**config.mk**
```make
export PLATFORM = sky130hd
export DESIGN_NAME = udiv128_step
export DESIGN_NICKNAME = d
export VERILOG_FILES = /design/src/hdl/udiv128_pkg.sv /design/src/hdl/udiv128_step.sv
export SDC_FILE = /design/constraint.sdc
export NUM_CORES = 1
export LEC_CHECK = 0
export BUFFER_PORTS_ARGS = -buffer_cell sky130_fd_sc_hd__buf_4
export CAP_MARGIN = 20
export CORE_AREA = 2 2 303 305
export DETAILED_ROUTE_END_ITERATION = 6
export DIE_AREA = 0 0 305 307
export GPL_TIMING_DRIVEN = 0
export PLACE_DENSITY = 0.43
export SYNTH_ARGS = -nofsm -noshare
export SYNTH_HDL_FRONTEND = slang
export SYNTH_SLANG_ARGS = --single-unit
```
**constraint.sdc**
```tcl
create_clock -name aclk -period 29.7 [get_ports aclk]
set_input_delay 2.97 -clock aclk [delete_from_list [all_inputs] [get_ports aclk]]
set_output_delay 2.97 -clock aclk [all_outputs]
set_load 0.02 [all_outputs]
```
**src/hdl/udiv128_pkg.sv**
```systemverilog
// shared types and widths for the 128-bit pipelined restoring divider
// no dependencies
`timescale 1ns / 1ps

package udiv128_pkg;

    // width of each operand half on the ports
    localparam int WORD_BITS    = 64;
    // width of the full operand as seen on the ports
    localparam int FULL_BITS    = 2 * WORD_BITS;
    // operand width the divider works at, 8 .. 128
    localparam int OPERAND_BITS = 128;
    // shifted partial remainder: one extra bit unless it would pass the full width
    localparam int SHIFT_BITS   = (OPERAND_BITS < FULL_BITS) ? OPERAND_BITS + 1 : FULL_BITS;

    // one pipeline stage's view of an item in flight
    // nq holds the dividend bits still to come on top and the quotient bits so far below
    typedef struct packed {
        logic                    vld;
        logic [OPERAND_BITS-1:0] rem;
        logic [OPERAND_BITS-1:0] nq;
        logic [OPERAND_BITS-1:0] dvs;
    } lane_t;

endpackage

```
**src/hdl/udiv128_step.sv**
```systemverilog
// one restoring division step with its output register
// depends on udiv128_pkg
`timescale 1ns / 1ps

module udiv128_step (
    input  logic               aclk,
    input  logic               aresetn,
    input  logic               en,
    input  udiv128_pkg::lane_t lane_in,
    output udiv128_pkg::lane_t lane_out
);
    import udiv128_pkg::*;

    logic [SHIFT_BITS-1:0]   shifted;
    logic [SHIFT_BITS-1:0]   dvs_ext;
    logic [SHIFT_BITS:0]     diff;
    logic                    ge;
    logic [OPERAND_BITS-1:0] rem_next;
    logic [OPERAND_BITS-1:0] nq_next;
    lane_t                   lane_reg;

    // shift the remainder up and bring in the next dividend bit
    assign shifted  = {lane_in.rem[SHIFT_BITS-2:0], lane_in.nq[OPERAND_BITS-1]};
    assign dvs_ext  = SHIFT_BITS'(lane_in.dvs);
    assign diff     = {1'b0, shifted} - {1'b0, dvs_ext};
    assign ge       = ~diff[SHIFT_BITS];
    assign rem_next = ge ? diff[OPERAND_BITS-1:0] : shifted[OPERAND_BITS-1:0];
    assign nq_next  = {lane_in.nq[OPERAND_BITS-2:0], ge};

    // only the valid bit is cleared by reset
    always_ff @(posedge aclk) begin
        if (!aresetn) begin
            lane_reg.vld <= 1'b0;
        end else if (en) begin
            lane_reg.vld <= lane_in.vld;
            lane_reg.rem <= rem_next;
            lane_reg.nq  <= nq_next;
            lane_reg.dvs <= lane_in.dvs;
        end
    end

    assign lane_out = lane_reg;

endmodule

```
# ---- Word-level counts from Yosys, hierarchy flattened
# Index checks and enable logic that the tools add are counted.
dict set report op_classes {
  n_addsub 1
  n_mul 0
  div 0
  n_lt_le_gt_ge 0
  eq_ne 0
  shifts 0
  muxes 1
  n_bitwise 1
  reduce_logical 1
}
# operator n
set op_table {}
lappend op_table {{$sub A128 B128 Y129} 1}
lappend op_table {{$mux W128} 1}
lappend op_table {{$reduce_and A2 Y1} 1}
lappend op_table {{$not A1 Y1} 1}
dict set report totals {
  ff_bits 385
  latch_bits 0
  ramBits 0
  rom_bits 0
  inputBits 388
  out_inout_bits 385
  word_cells 8
  mem_count 0
}

# ---- Logic depth before layout (Yosys ltp)
# Gate-level depths: netlist of run 1.
dict set report logic_depth {
  depth_word 2
  mapped_depth 19
  mapped_depth_nobuf 17
}

# ---- Least setup slack after synthesis of run 1
# No wires, ideal clock.
dict set report synth_path {
  path_kind {input -> register}
  from {input en}
  to {register lane_reg, in the netlist lane_out[0], enable pin}
  setup_time_ns 0.794
  t_arrival_ns 11.609
  t_required_ns 28.906
  setup_slack_ns 17.297
  cell_stages 1
  n_path_buf 0
  path_cell_list {and2_1}
}
dict set report synth_between {
  elab_chain_cells 1
}
# element line_no
set synth_rtl {}
lappend synth_rtl {{start, declared} udiv128_step.sv:8} ;# input logic en,
lappend synth_rtl {{$reduce_and A2 Y1 (no line)} --}
lappend synth_rtl {{end, declared} udiv128_step.sv:20} ;# lane_t lane_reg;
# No other way between the ends.
# A chain may end at the register's enable or synchronous reset.

# ---- Worst setup path in the final report of run 1
dict set report layout_path {
  from {input lane_in[0] in the netlist's numbering}
  to {register lane_reg, in the netlist lane_out[368], data pin}
}
dict set report layout_between {
  elab_chain_cells 2
}
# element line_no
set layout_rtl {}
lappend layout_rtl {{start, declared} udiv128_step.sv:9} ;# input udiv128_pkg::lane_t lane_in,
lappend layout_rtl {{$sub A128 B128 Y129} udiv128_step.sv:25} ;# assign diff = {1'b0, shifted} - {1'b0, dvs_ext};
lappend layout_rtl {{$mux W128} udiv128_step.sv:27} ;# assign rem_next = ge ? diff[OPERAND_BITS-1:0] : shifted[OPERAND_BITS-1:0];
lappend layout_rtl {{net rem_next[112]} udiv128_step.sv:18} ;# logic [OPERAND_BITS-1:0] rem_next;
# The timed path passes the listed nets, and every way through them passes these cells.

==> results of run 1 <==
[power breakdown]
group	switching [mW]	leakage, nW	total (mW)	internal [mW]
registers	0.0122	3.62	0.665	0.653
logic	0.278	8.54	0.454	0.175
clock network	0.246	0.711	0.560	0.314
[stage by stage]
stage	hold slack [ps]	std cells	setup slack, ps	utilization (%)
6_report	530	4134	21720	33.6
5_1_grt	574	4134	21430	33.6
4_1_cts	538	4133	21620	33.6
3_5_place_dp	529	4048	20970	32.0
3_3_place_gp	499	4043	12820	31.9
2_1_floorplan	589	2086	17300	-
[worst max-delay path: cells and delay by family]
kind | cells | cell delay, ps
AO/OA/AOI/OAI | 11 | 2990
adder cells (fa/ha/maj) | 2 | 640
buffers and inverters | 4 | 1500
AND/OR/NAND/NOR | 1 | 180
[final cells by class]
type,instances,area (sq um)
Tap cell,1186,1480
Multi-Input combinational cell,1446,9080
Timing Repair Buffer,777,5930
Inverter,163,612
Clock inverter,23,185
Fill cell,9378,60200
Buffer,92,373
Clock buffer,62,1270
Sequential cell,385,11600
[path summary, 6_finish.rpt]
path,start,endpoint,slack [ps],cells after the start
max,lane_in[0],lane_out[368],21720,18
min,lane_out[384],lane_out[384],530,2
min reg2reg,lane_out[384],lane_out[384],530,2
max reg2reg,lane_out[384],lane_out[384],29110,2
[routing by layer]
layer  vias up  global-route usage, %
li1       9209                      -
met1      9129                   22.0
met2       701                   32.7
met3       107                   5.44
met4        10                   5.07
met5         -                      0
[cells by family (layout without fill, tap and decap cells)]
| group | count (synthesis) | in the layout |
|---|---|---|
| AOI/OAI and AO/OA | 647 | 647 |
| and+or+nand+nor | 545 | 545 |
| DFF | 385 | 385 |
| buffers and inverters | 255 | 1117 |
| adders and majority gates | 129 | 129 |
| xor gates and xnor gates | 124 | 124 |
| muxes | 1 | 1 |
[cells in the final DEF (no fill, tap or decap), drive strengths merged, types with 8 or more instances in the layout]
cell type and count:
nand2b 24, o31ai 11, nor2 210, buf 800, o21bai 33, clkbuf 131, ha 128, nor2b 21
nand4 65, inv 168, xor2 47, o21ai 135, xnor2 77, nand2 148, clkinv 16, or2 8
a21oi 304, or3 8, nand3 18, a31oi 16, o21a 18, a21boi 11, nor3 19, edfxtp 384
a21o 67
==> out/metrics.yaml, run 1 <==
route:
  drtPass1Iterations: 6
  drt_iter0_drc: 1516
  wl_met1_mm: 36.5
  routed-wl-met2_mm: 45.0
  wl_met3_mm: 7.21
  routed_wl_mm: 90.9
  routedWlPerCell_microns: 22.0
  routed.top_layer: "met5"
  detailroute.via_count: 19156
  post-route-drc-count: 0
  postRouteAntennaNets: 0
  viasPerCell: 4.63
sta:
  fin_skew_ps: 0
  min_period_over_period_pct: 26.9
  slew_headroom_pct: 25.3
  setup_viol: 0
  worst_pin_slew_ps: 1110
  finalSetupTns_ps: 0
  fmax_mhz: 125
  finalHoldViolCount: 0
  rsz0062_at_grt: "false"
  slew_violations: 0
  min_period_ps: 7980
clock_tree:
  cts_tree: "yes"
  htreeDepth: 2
  ctsHoldBuffers: 0
  clkTransAtPathRegs_ps: 60
  cts_num_sinks: 385
  cts_setup_buffers: 0
  cts_buffers: 49
  clock_path_buffers: 3
  clock-root-buffer: "clkbuf_16"
  cts_resized: 0
  insertion_delay_ps: 610
synthesis:
  netlist-cell-type-count: 68
  synth_nets: 2603
  synth_fa_ha_area_share_pct: 7.50
  synth_largest_area_cell: "edfxtp_1"
  ys_seq_area_share_pct: 53.4
  synth_xor_xnor_area_share_pct: 5.02
  synthTopCellsByArea: "edfxtp_1 (53%), ha_1 (7.4%), a21oi_1 (7.0%)"
  synth-simple-area-share_pct: 11.5
  synth_top_family_by_area: "compound AO/OA/AOI/OAI gates"
  synthFlopType: "edfxtp_1"
  syn_area_per_cell_sq_um: 10.4
  synth_compound_area_share_pct: 18.0
  yosysTopAreaCellShare_pct: 53.4
  ys_warn_count: 0
  ys_seq_elements: 385
  async_flop_share_pct: 0
  synth_edf_count: 384
  synthCells: 2086
  ys_top_cells_by_count: "edfxtp_1 (384), a21oi_1 (301), nor2_1 (210), inv_1 (162), nand2_1 (148)"
  synth_area_sq_um: 21600
  yosysMostFrequentCell: "edfxtp_1"
  synth_mux_area_share_pct: 0.0463
critical_path:
  crit_path_cell_trace: "buf_4, ha_1, fa_1, nor2b_1, o2111ai_1, a31oi_2, a21oi_2, o21ai_1, a22oi_2, o21ai_2, a21oi_4, o21ai_2, a31o_2, o41ai_4, inv_2, buf_2, buf_2, a21oi_1"
  crit_fanout: 10
  cp_data_arrival_time_ps: 8330
  crit_slowest_cell: "buf_2"
  crit_type: "primary input to flip-flop"
  startpoint_type: "primary input"
  critPathRequiredTime_ps: 30040
  max_stage_delay_ps: 600
  end_kind: "flip-flop"
power:
  leakagePower_nw: 12.9
  p_per_area_nw_per_um2: 55.0
  total_power_mw: 1.68
  vdd_drop_max_mv: 0.0370
floorplanning:
  die_h_microns: 307
  die_w_microns: 305
  initial_core_util_pct: 23.8
  num_rows: 111
  core_sq_um: 90700
  die_area_sq_um: 93600
  ios: 773
final_layout:
  design_area_sq_um: 30500
  area_growth_pct: 41.1
  drive_gt1_share_pct: 30.3
  nets: 3431
  largest_reg_flops: 385
  diodes: 0
grt:
  grt_max_degree: 74
  grt_usage_pct: 18.6
  overflow: 0
  antenna_found_initial: 13
  grt_pass1_vias: 19728
  grt_pass1_wl_mm: 130
placement:
  dp_hpwl_mm: 74.8
  placed_area_sq_um: 29000
  place_congestion: 0.854
  io_buffers: 771
status:
  status: "completed"
hold_path:
  holdCritPathClass: "flip-flop to flip-flop"
run:
  maxCapViolations: 0
Note: power is estimated with default switching activity, not from simulation.
==> run 2: changes to the inputs <==
==> constraint.sdc (replaced) <==
create_clock -name aclk -period 7.35 [get_ports aclk]
set_input_delay 0.735 -clock aclk [delete_from_list [all_inputs] [get_ports aclk]]
set_output_delay 0.735 -clock aclk [all_outputs]
set_load 0.02 [all_outputs]
==> out/metrics.yaml, run 2 (synthesis gave the netlist of run 1 again) <==
critical_path:
  startpoint_type: "primary input"  # unchanged
  reg2reg_from: "lane_out[384]"  # unchanged
  crit_type: "primary input to flip-flop"  # unchanged
  critPathRequiredTime_ps: 7680  # was 30040 ps
  worstSetupStartpoint: "lane_in[0]"  # unchanged
  timing.rr.end: "lane_out[384]"  # unchanged
  ff2ff_setup_slack_ps: 6760  # was 29110 ps
  crit_path_end: "lane_out[257]"  # was lane_out[368]
  cp_data_arrival_time_ps: 6130  # was 8330 ps
  ff2ff_path_depth: 2  # unchanged
  end_kind: "flip-flop"  # unchanged
  crit_fanout: 10  # unchanged
final_layout:
  nets: 3432  # was 3431
  design_area_sq_um: 30600  # was 30500 sq um
  nFillCells: 9419  # was 9378
  instances_no_fill: 4139  # was 4134
  final_common_cell: "buf_4"  # unchanged
  post-route-util_pct: 33.7  # was 33.6%
  largest_reg_flops: 385  # unchanged
  drive_gt1_share_pct: 30.5  # was 30.3%
  area_growth_pct: 41.5  # was 41.1%
  multi_input_area_sq_um: 9080  # unchanged
  layout_common_cells: "buf_4 (771), edfxtp_1 (384), a21oi_1 (301)"  # unchanged
  ff_latch_area_sq_um: 11600  # unchanged
placement:
  place_congestion: 0.848  # was 0.854
  io_buffers: 771  # unchanged
  post-place-ws_ps: 753  # was 20970 ps
  placed_area_sq_um: 29100  # was 29000 sq um
  placed_cells: 4050  # was 4048
  dp_hpwl_mm: 75.4  # was 74.8 mm
run:
  maxCapViolations: 0  # unchanged
route:
  post-route-drc-count: 0  # unchanged
  postRouteAntennaNets: 0  # unchanged
  routed_wl_mm: 91.4  # was 90.9 mm
  routedWlPerCell_microns: 22.1  # was 22.0 microns
  detailroute.via_count: 19388  # was 19.2k
  drtPass1Iterations: 5  # was 6
  drt_iter0_drc: 1458  # was 1516
  viasPerCell: 4.68  # was 4.63
power:
  vdd_drop_max_mv: 0.167  # was 0.0370 mV
  p_per_area_nw_per_um2: 223  # was 55.0 nW/um^2
  leakagePower_nw: 12.9  # about the same
  total_power_mw: 6.83  # was 1.68 mW
grt:
  overflow: 0  # unchanged
  grt_pass1_wl_mm: 132  # was 130 mm
  grt_pass1_vias: 19751  # was 19.7k
  grt_usage_pct: 18.6  # about the same
  grt_max_degree: 74  # unchanged
  antenna_found_initial: 10  # was 13
clock_tree:
  clock-root-buffer: "clkbuf_16"  # unchanged
  htreeDepth: 2  # unchanged
  insertion_delay_ps: 600  # was 610 ps
  cts_resized: 0  # unchanged
  clkTransAtPathRegs_ps: 60  # about the same
  clock_path_buffers: 3  # unchanged
  cts_buffers: 48  # was 49
  ctsHoldBuffers: 0  # unchanged
  cts_num_sinks: 385  # unchanged
  cts_tree: "yes"  # unchanged
  cts_setup_buffers: 0  # unchanged
sta:
  min_period_over_period_pct: 78.9
  min_period_ps: 5800
  setup_viol: 0  # unchanged
  slew_headroom_pct: 9.56  # was 25.3%
  fin_skew_ps: 0  # unchanged
  fmax_mhz: 173
  rsz0062_at_grt: "false"  # unchanged
  finalSetupTns_ps: 0  # unchanged
  worst_pin_slew_ps: 1350  # was 1110 ps
  finalHoldViolCount: 0  # unchanged
  whs_ps: 307  # was 530 ps
  slew_violations: 0  # unchanged
  setup_slack_ps: 1550  # was 21720 ps
floorplanning:
  num_rows: 111  # unchanged
  core_sq_um: 90700  # unchanged
  initial_core_util_pct: 23.8  # unchanged
  die_h_microns: 307  # unchanged
  die_area_sq_um: 93600  # unchanged
  die_w_microns: 305  # unchanged
  ios: 773  # unchanged
status:
  status: "completed"  # unchanged
hold_path:
  holdCritPathClass: "primary input to flip-flop"  # was flip-flop to flip-flop
  hold_path_depth: 1  # was 2
-- run 2: layout make-up --
cell class | instances | area share (%)
Tap cell | 1186 | 4.85
Clock buffer | 58 | 4.12
Sequential cell | 385 | 37.8
Inverter | 163 | 2.00
Multi-Input combinational cell | 1446 | 29.7
Timing Repair Buffer | 779 | 19.5
Clock inverter | 29 | 0.798
Buffer | 92 | 1.22
Antenna cell | 1 | 0.00818
-- run 2: worst min-delay path by stage --
stage / start / slack [ps] / end
2_1_floorplan: lane_out[384] / 590 / lane_out[384]
3_3_place_gp: lane_out[384] / 500 / lane_out[384]
3_5_place_dp: lane_out[384] / 530 / lane_out[384]
4_1_cts: lane_in[184] / 260 / lane_out[185]
5_1_grt: lane_in[129] / 270 / lane_out[130]
6_report: lane_in[129] / 310 / lane_out[130]
-- run 2: critical path, cell delays in order --
cell and delay [ps]:
buf_4 110, ha_1 220, fa_1 430, nor2b_1 190, o2111ai_1 210, a31oi_2 380
a21oi_2 200, o21ai_1 560, a22oi_2 190, o21ai_2 380, a21oi_4 190, o21ai_2 360
a31o_2 280, o41ai_4 120, inv_2 410, buf_2 570, buf_2 420, a21oi_1 130
-- run 2: report_power, final --
group | internal, mW | leakage, nW | total (mW) | switching [mW]
sequential | 2.64 | 3.62 | 2.69 | 0.0494
combinational | 0.712 | 8.56 | 1.84 | 1.13
clock | 1.30 | 0.737 | 2.30 | 0.996
total | 4.65 | 12.9 | 6.83 | 2.18
-- run 2: per-layer routing --
layer / global-route usage, % / wire (microns)
met1: 22.5 / 36900
met2: 32.9 / 45300
met3: 4.77 / 6880
met4: 4.87 / 2240
met5: 0 / 55
==> run 3: changes to the inputs <==
--- a/config.mk
+++ b/config.mk
@@ -7,11 +7,11 @@
 export LEC_CHECK = 0
 export BUFFER_PORTS_ARGS = -buffer_cell sky130_fd_sc_hd__buf_4
 export CAP_MARGIN = 20
-export CORE_AREA = 2 2 303 305
+export CORE_AREA = 2 2 304 306
 export DETAILED_ROUTE_END_ITERATION = 6
-export DIE_AREA = 0 0 305 307
+export DIE_AREA = 0 0 306 308
 export GPL_TIMING_DRIVEN = 0
-export PLACE_DENSITY = 0.43
+export PLACE_DENSITY = 0.45
 export SYNTH_ARGS = -nofsm -noshare
 export SYNTH_HDL_FRONTEND = slang
 export SYNTH_SLANG_ARGS = --single-unit
==> constraint.sdc (replaced) <==
create_clock -name aclk -period 4.65 [get_ports aclk]
set_input_delay 0.465 -clock aclk [delete_from_list [all_inputs] [get_ports aclk]]
set_output_delay 0.465 -clock aclk [all_outputs]
set_load 0.02 [all_outputs]
==> out/metrics.yaml, run 3 (synthesis gave the netlist of run 1 again) <==
placement:
  placed_area_sq_um: 29100  # unchanged
  dp_hpwl_mm: 74.8  # was 75.4 mm
  io_buffers: 771  # unchanged
  place_congestion: 0.847  # was 0.848
  post-place-ws_ps: -1600  # was 753 ps
grt:
  grt_usage_pct: 18.9  # was 18.6%
  grt_pass1_wl_mm: 134  # was 132 mm
  antenna_found_initial: 9  # was 10
  overflow: 0  # unchanged
  grt_pass1_vias: 20946  # was 19.8k
  grt_max_degree: 72  # was 74
sta:
  setup_viol: 0  # unchanged
  rsz0062_at_grt: "false"  # unchanged
  setup_slack_ps: 139  # was 1550 ps
  slew_headroom_pct: 46.3  # was 9.56%
  worst_pin_slew_ps: 798  # was 1350 ps
  fin_skew_ps: 0  # unchanged
  slew_violations: 0  # unchanged
  min_period_ps: 4510
  finalSetupTns_ps: 0  # unchanged
  fmax_mhz: 222
  finalHoldViolCount: 0  # unchanged
  min_period_over_period_pct: 97.0
final_layout:
  post-route-util_pct: 36.2  # was 33.7%
  final_common_cell: "buf_4"  # unchanged
  drive_gt1_share_pct: 28.7  # was 30.5%
  area_growth_pct: 52.4  # was 41.5%
  nFillCells: 9147  # was 9419
  largest_reg_flops: 385  # unchanged
  layout_common_cells: "buf_4 (777), edfxtp_1 (384), a21oi_1 (299)"  # was buf_4 (771), edfxtp_1 (384), a21oi_1 (301)
  design_area_sq_um: 32900  # was 30600 sq um
  nets: 3652  # was 3432
critical_path:
  cp_data_arrival_time_ps: 4940  # was 6130 ps
  timing.rr.end: "lane_out[384]"  # unchanged
  end_kind: "flip-flop"  # unchanged
  crit_type: "primary input to flip-flop"  # unchanged
  startpoint_type: "primary input"  # unchanged
  ff2ff_path_depth: 2  # unchanged
  ff2ff_setup_slack_ps: 4040  # was 6760 ps
  crit_fanout: 10  # unchanged
  critPathRequiredTime_ps: 5080  # was 7680 ps
  reg2reg_from: "lane_out[384]"  # unchanged
power:
  vdd_drop_max_mv: 0.235  # was 0.167 mV
  total_power_mw: 11.0  # was 6.83 mW
  p_per_area_nw_per_um2: 334  # was 223 nW/um^2
  leakagePower_nw: 13.9  # was 12.9 nW
route:
  postRouteAntennaNets: 0  # unchanged
  viasPerCell: 4.64  # was 4.68
  post-route-drc-count: 0  # unchanged
  detailroute.via_count: 20256  # was 19.4k
  drt_iter0_drc: 1573  # was 1458
  routedWlPerCell_microns: 21.3  # was 22.1 microns
  drtPass1Iterations: 5  # unchanged
  routed_wl_mm: 92.8  # was 91.4 mm
floorplanning:
  die_w_microns: 306  # was 305 microns
  die_h_microns: 308  # was 307 microns
  initial_core_util_pct: 23.8  # about the same
  core_sq_um: 91000  # was 90700 sq um
  ios: 773  # unchanged
  die_area_sq_um: 94200  # was 93600 sq um
  num_rows: 111  # unchanged
run:
  maxCapViolations: 0  # unchanged
status:
  status: "completed"  # unchanged
hold_path:
  hold_path_depth: 1  # unchanged
  holdPathEnd: "lane_out[98]"  # was lane_out[130]
  holdCritPathClass: "primary input to flip-flop"  # unchanged
  hold_start: "lane_in[98]"  # was lane_in[129]
clock_tree:
  cts_buffers: 48  # unchanged
  clock-root-buffer: "clkbuf_16"  # unchanged
  insertion_delay_ps: 630  # was 600 ps
  cts_tree: "yes"  # unchanged
  cts_num_sinks: 385  # unchanged
  clock_path_buffers: 3  # unchanged
  clkTransAtPathRegs_ps: 60  # about the same
  htreeDepth: 2  # unchanged
## run 3: cell count changes in the layout (fill, tap and decap cells not counted), moves of 3 or more
| cell | previous run | this run |
|---|---|---|
| clkbuf_1 | 78 | 74 |
| clkinv_4 | 4 | 1 |
| a211oi_1 | 6 | 3 |
| a211oi_2 | 1 | 4 |
| buf_4 | 771 | 777 |
| buf_2 | 23 | 19 |
| dlygate4sd3_1 | 0 | 220 |
| clkinv_1 | 10 | 13 |
| clkinv_2 | 7 | 4 |
## run 3: timing repair
action,CTS,global route
setup buffers,1,3
pin swaps,1,3
endpoints found under the hold margin,220,0
resized for setup,17,15
setup endpoints to repair,126,125
hold buffers,220,0
## run 3: cell type report
type / count / area, sq um / share of cell area [%]
Timing Repair Buffer: 1003 / 8210 / 24.9
Sequential cell: 385 / 11600 / 35.1
Buffer: 88 / 377 / 1.14
Tap cell: 1186 / 1480 / 4.51
Clock buffer: 60 / 1270 / 3.85
Inverter: 163 / 626 / 1.90
Clock inverter: 28 / 226 / 0.688
Antenna cell: 2 / 5.00 / 0.0152
Multi-Input combinational cell: 1446 / 9190 / 27.9
## run 3: critical path, stage by stage
cell and delay [ps]:
buf_4 80, inv_1 50, ha_1 280, clkbuf_1 180, a21oi_1 270, o21ai_1 190, or3_1 340, o21ai_1 210
o21ai_4 150, a22oi_2 320, o21ai_4 140, a21oi_4 360, o21ai_2 190, a31o_2 270, o41ai_4 370, bufinv_8 320
buf_6 210, buf_2 220, a21oi_1 280
## run 3: power by group
part           total, mW  internal [mW]  switching [mW]
registers           4.25           4.17          0.0831
clock network       3.65           2.06            1.59
logic               3.10           1.27            1.83
## run 3: per-layer routing
layer,vias to the layer above,share of wire (%),GRT usage [%]
met5,-,0.028,0
met4,4,2.5,5.53
met3,99,7.3,4.54
met2,767,50,33.3
met1,9707,41,22.7
li1,9679,-,-
## run 3: metrics by stage
step | hold slack [ps] | cells
floorplan | 564 | 2086
global placement | 516 | 4043
detailed placement | 526 | 4050
CTS | 1.18 | 4359
global route | 4.11 | 4359
finish | 51.4 | 4361
## run 3: worst max-delay path by stage
stage,depth (start not counted),slack (ps),start,end
floorplan,16,840,lane_in[255],lane_out[382]
global placement,18,-1600,lane_in[0],lane_out[258]
detailed placement,18,-1600,lane_in[0],lane_out[258]
CTS,18,2,lane_in[46],lane_out[373]
global route,17,1,lane_in[4],lane_out[377]
finish,19,140,lane_in[29],lane_out[321]
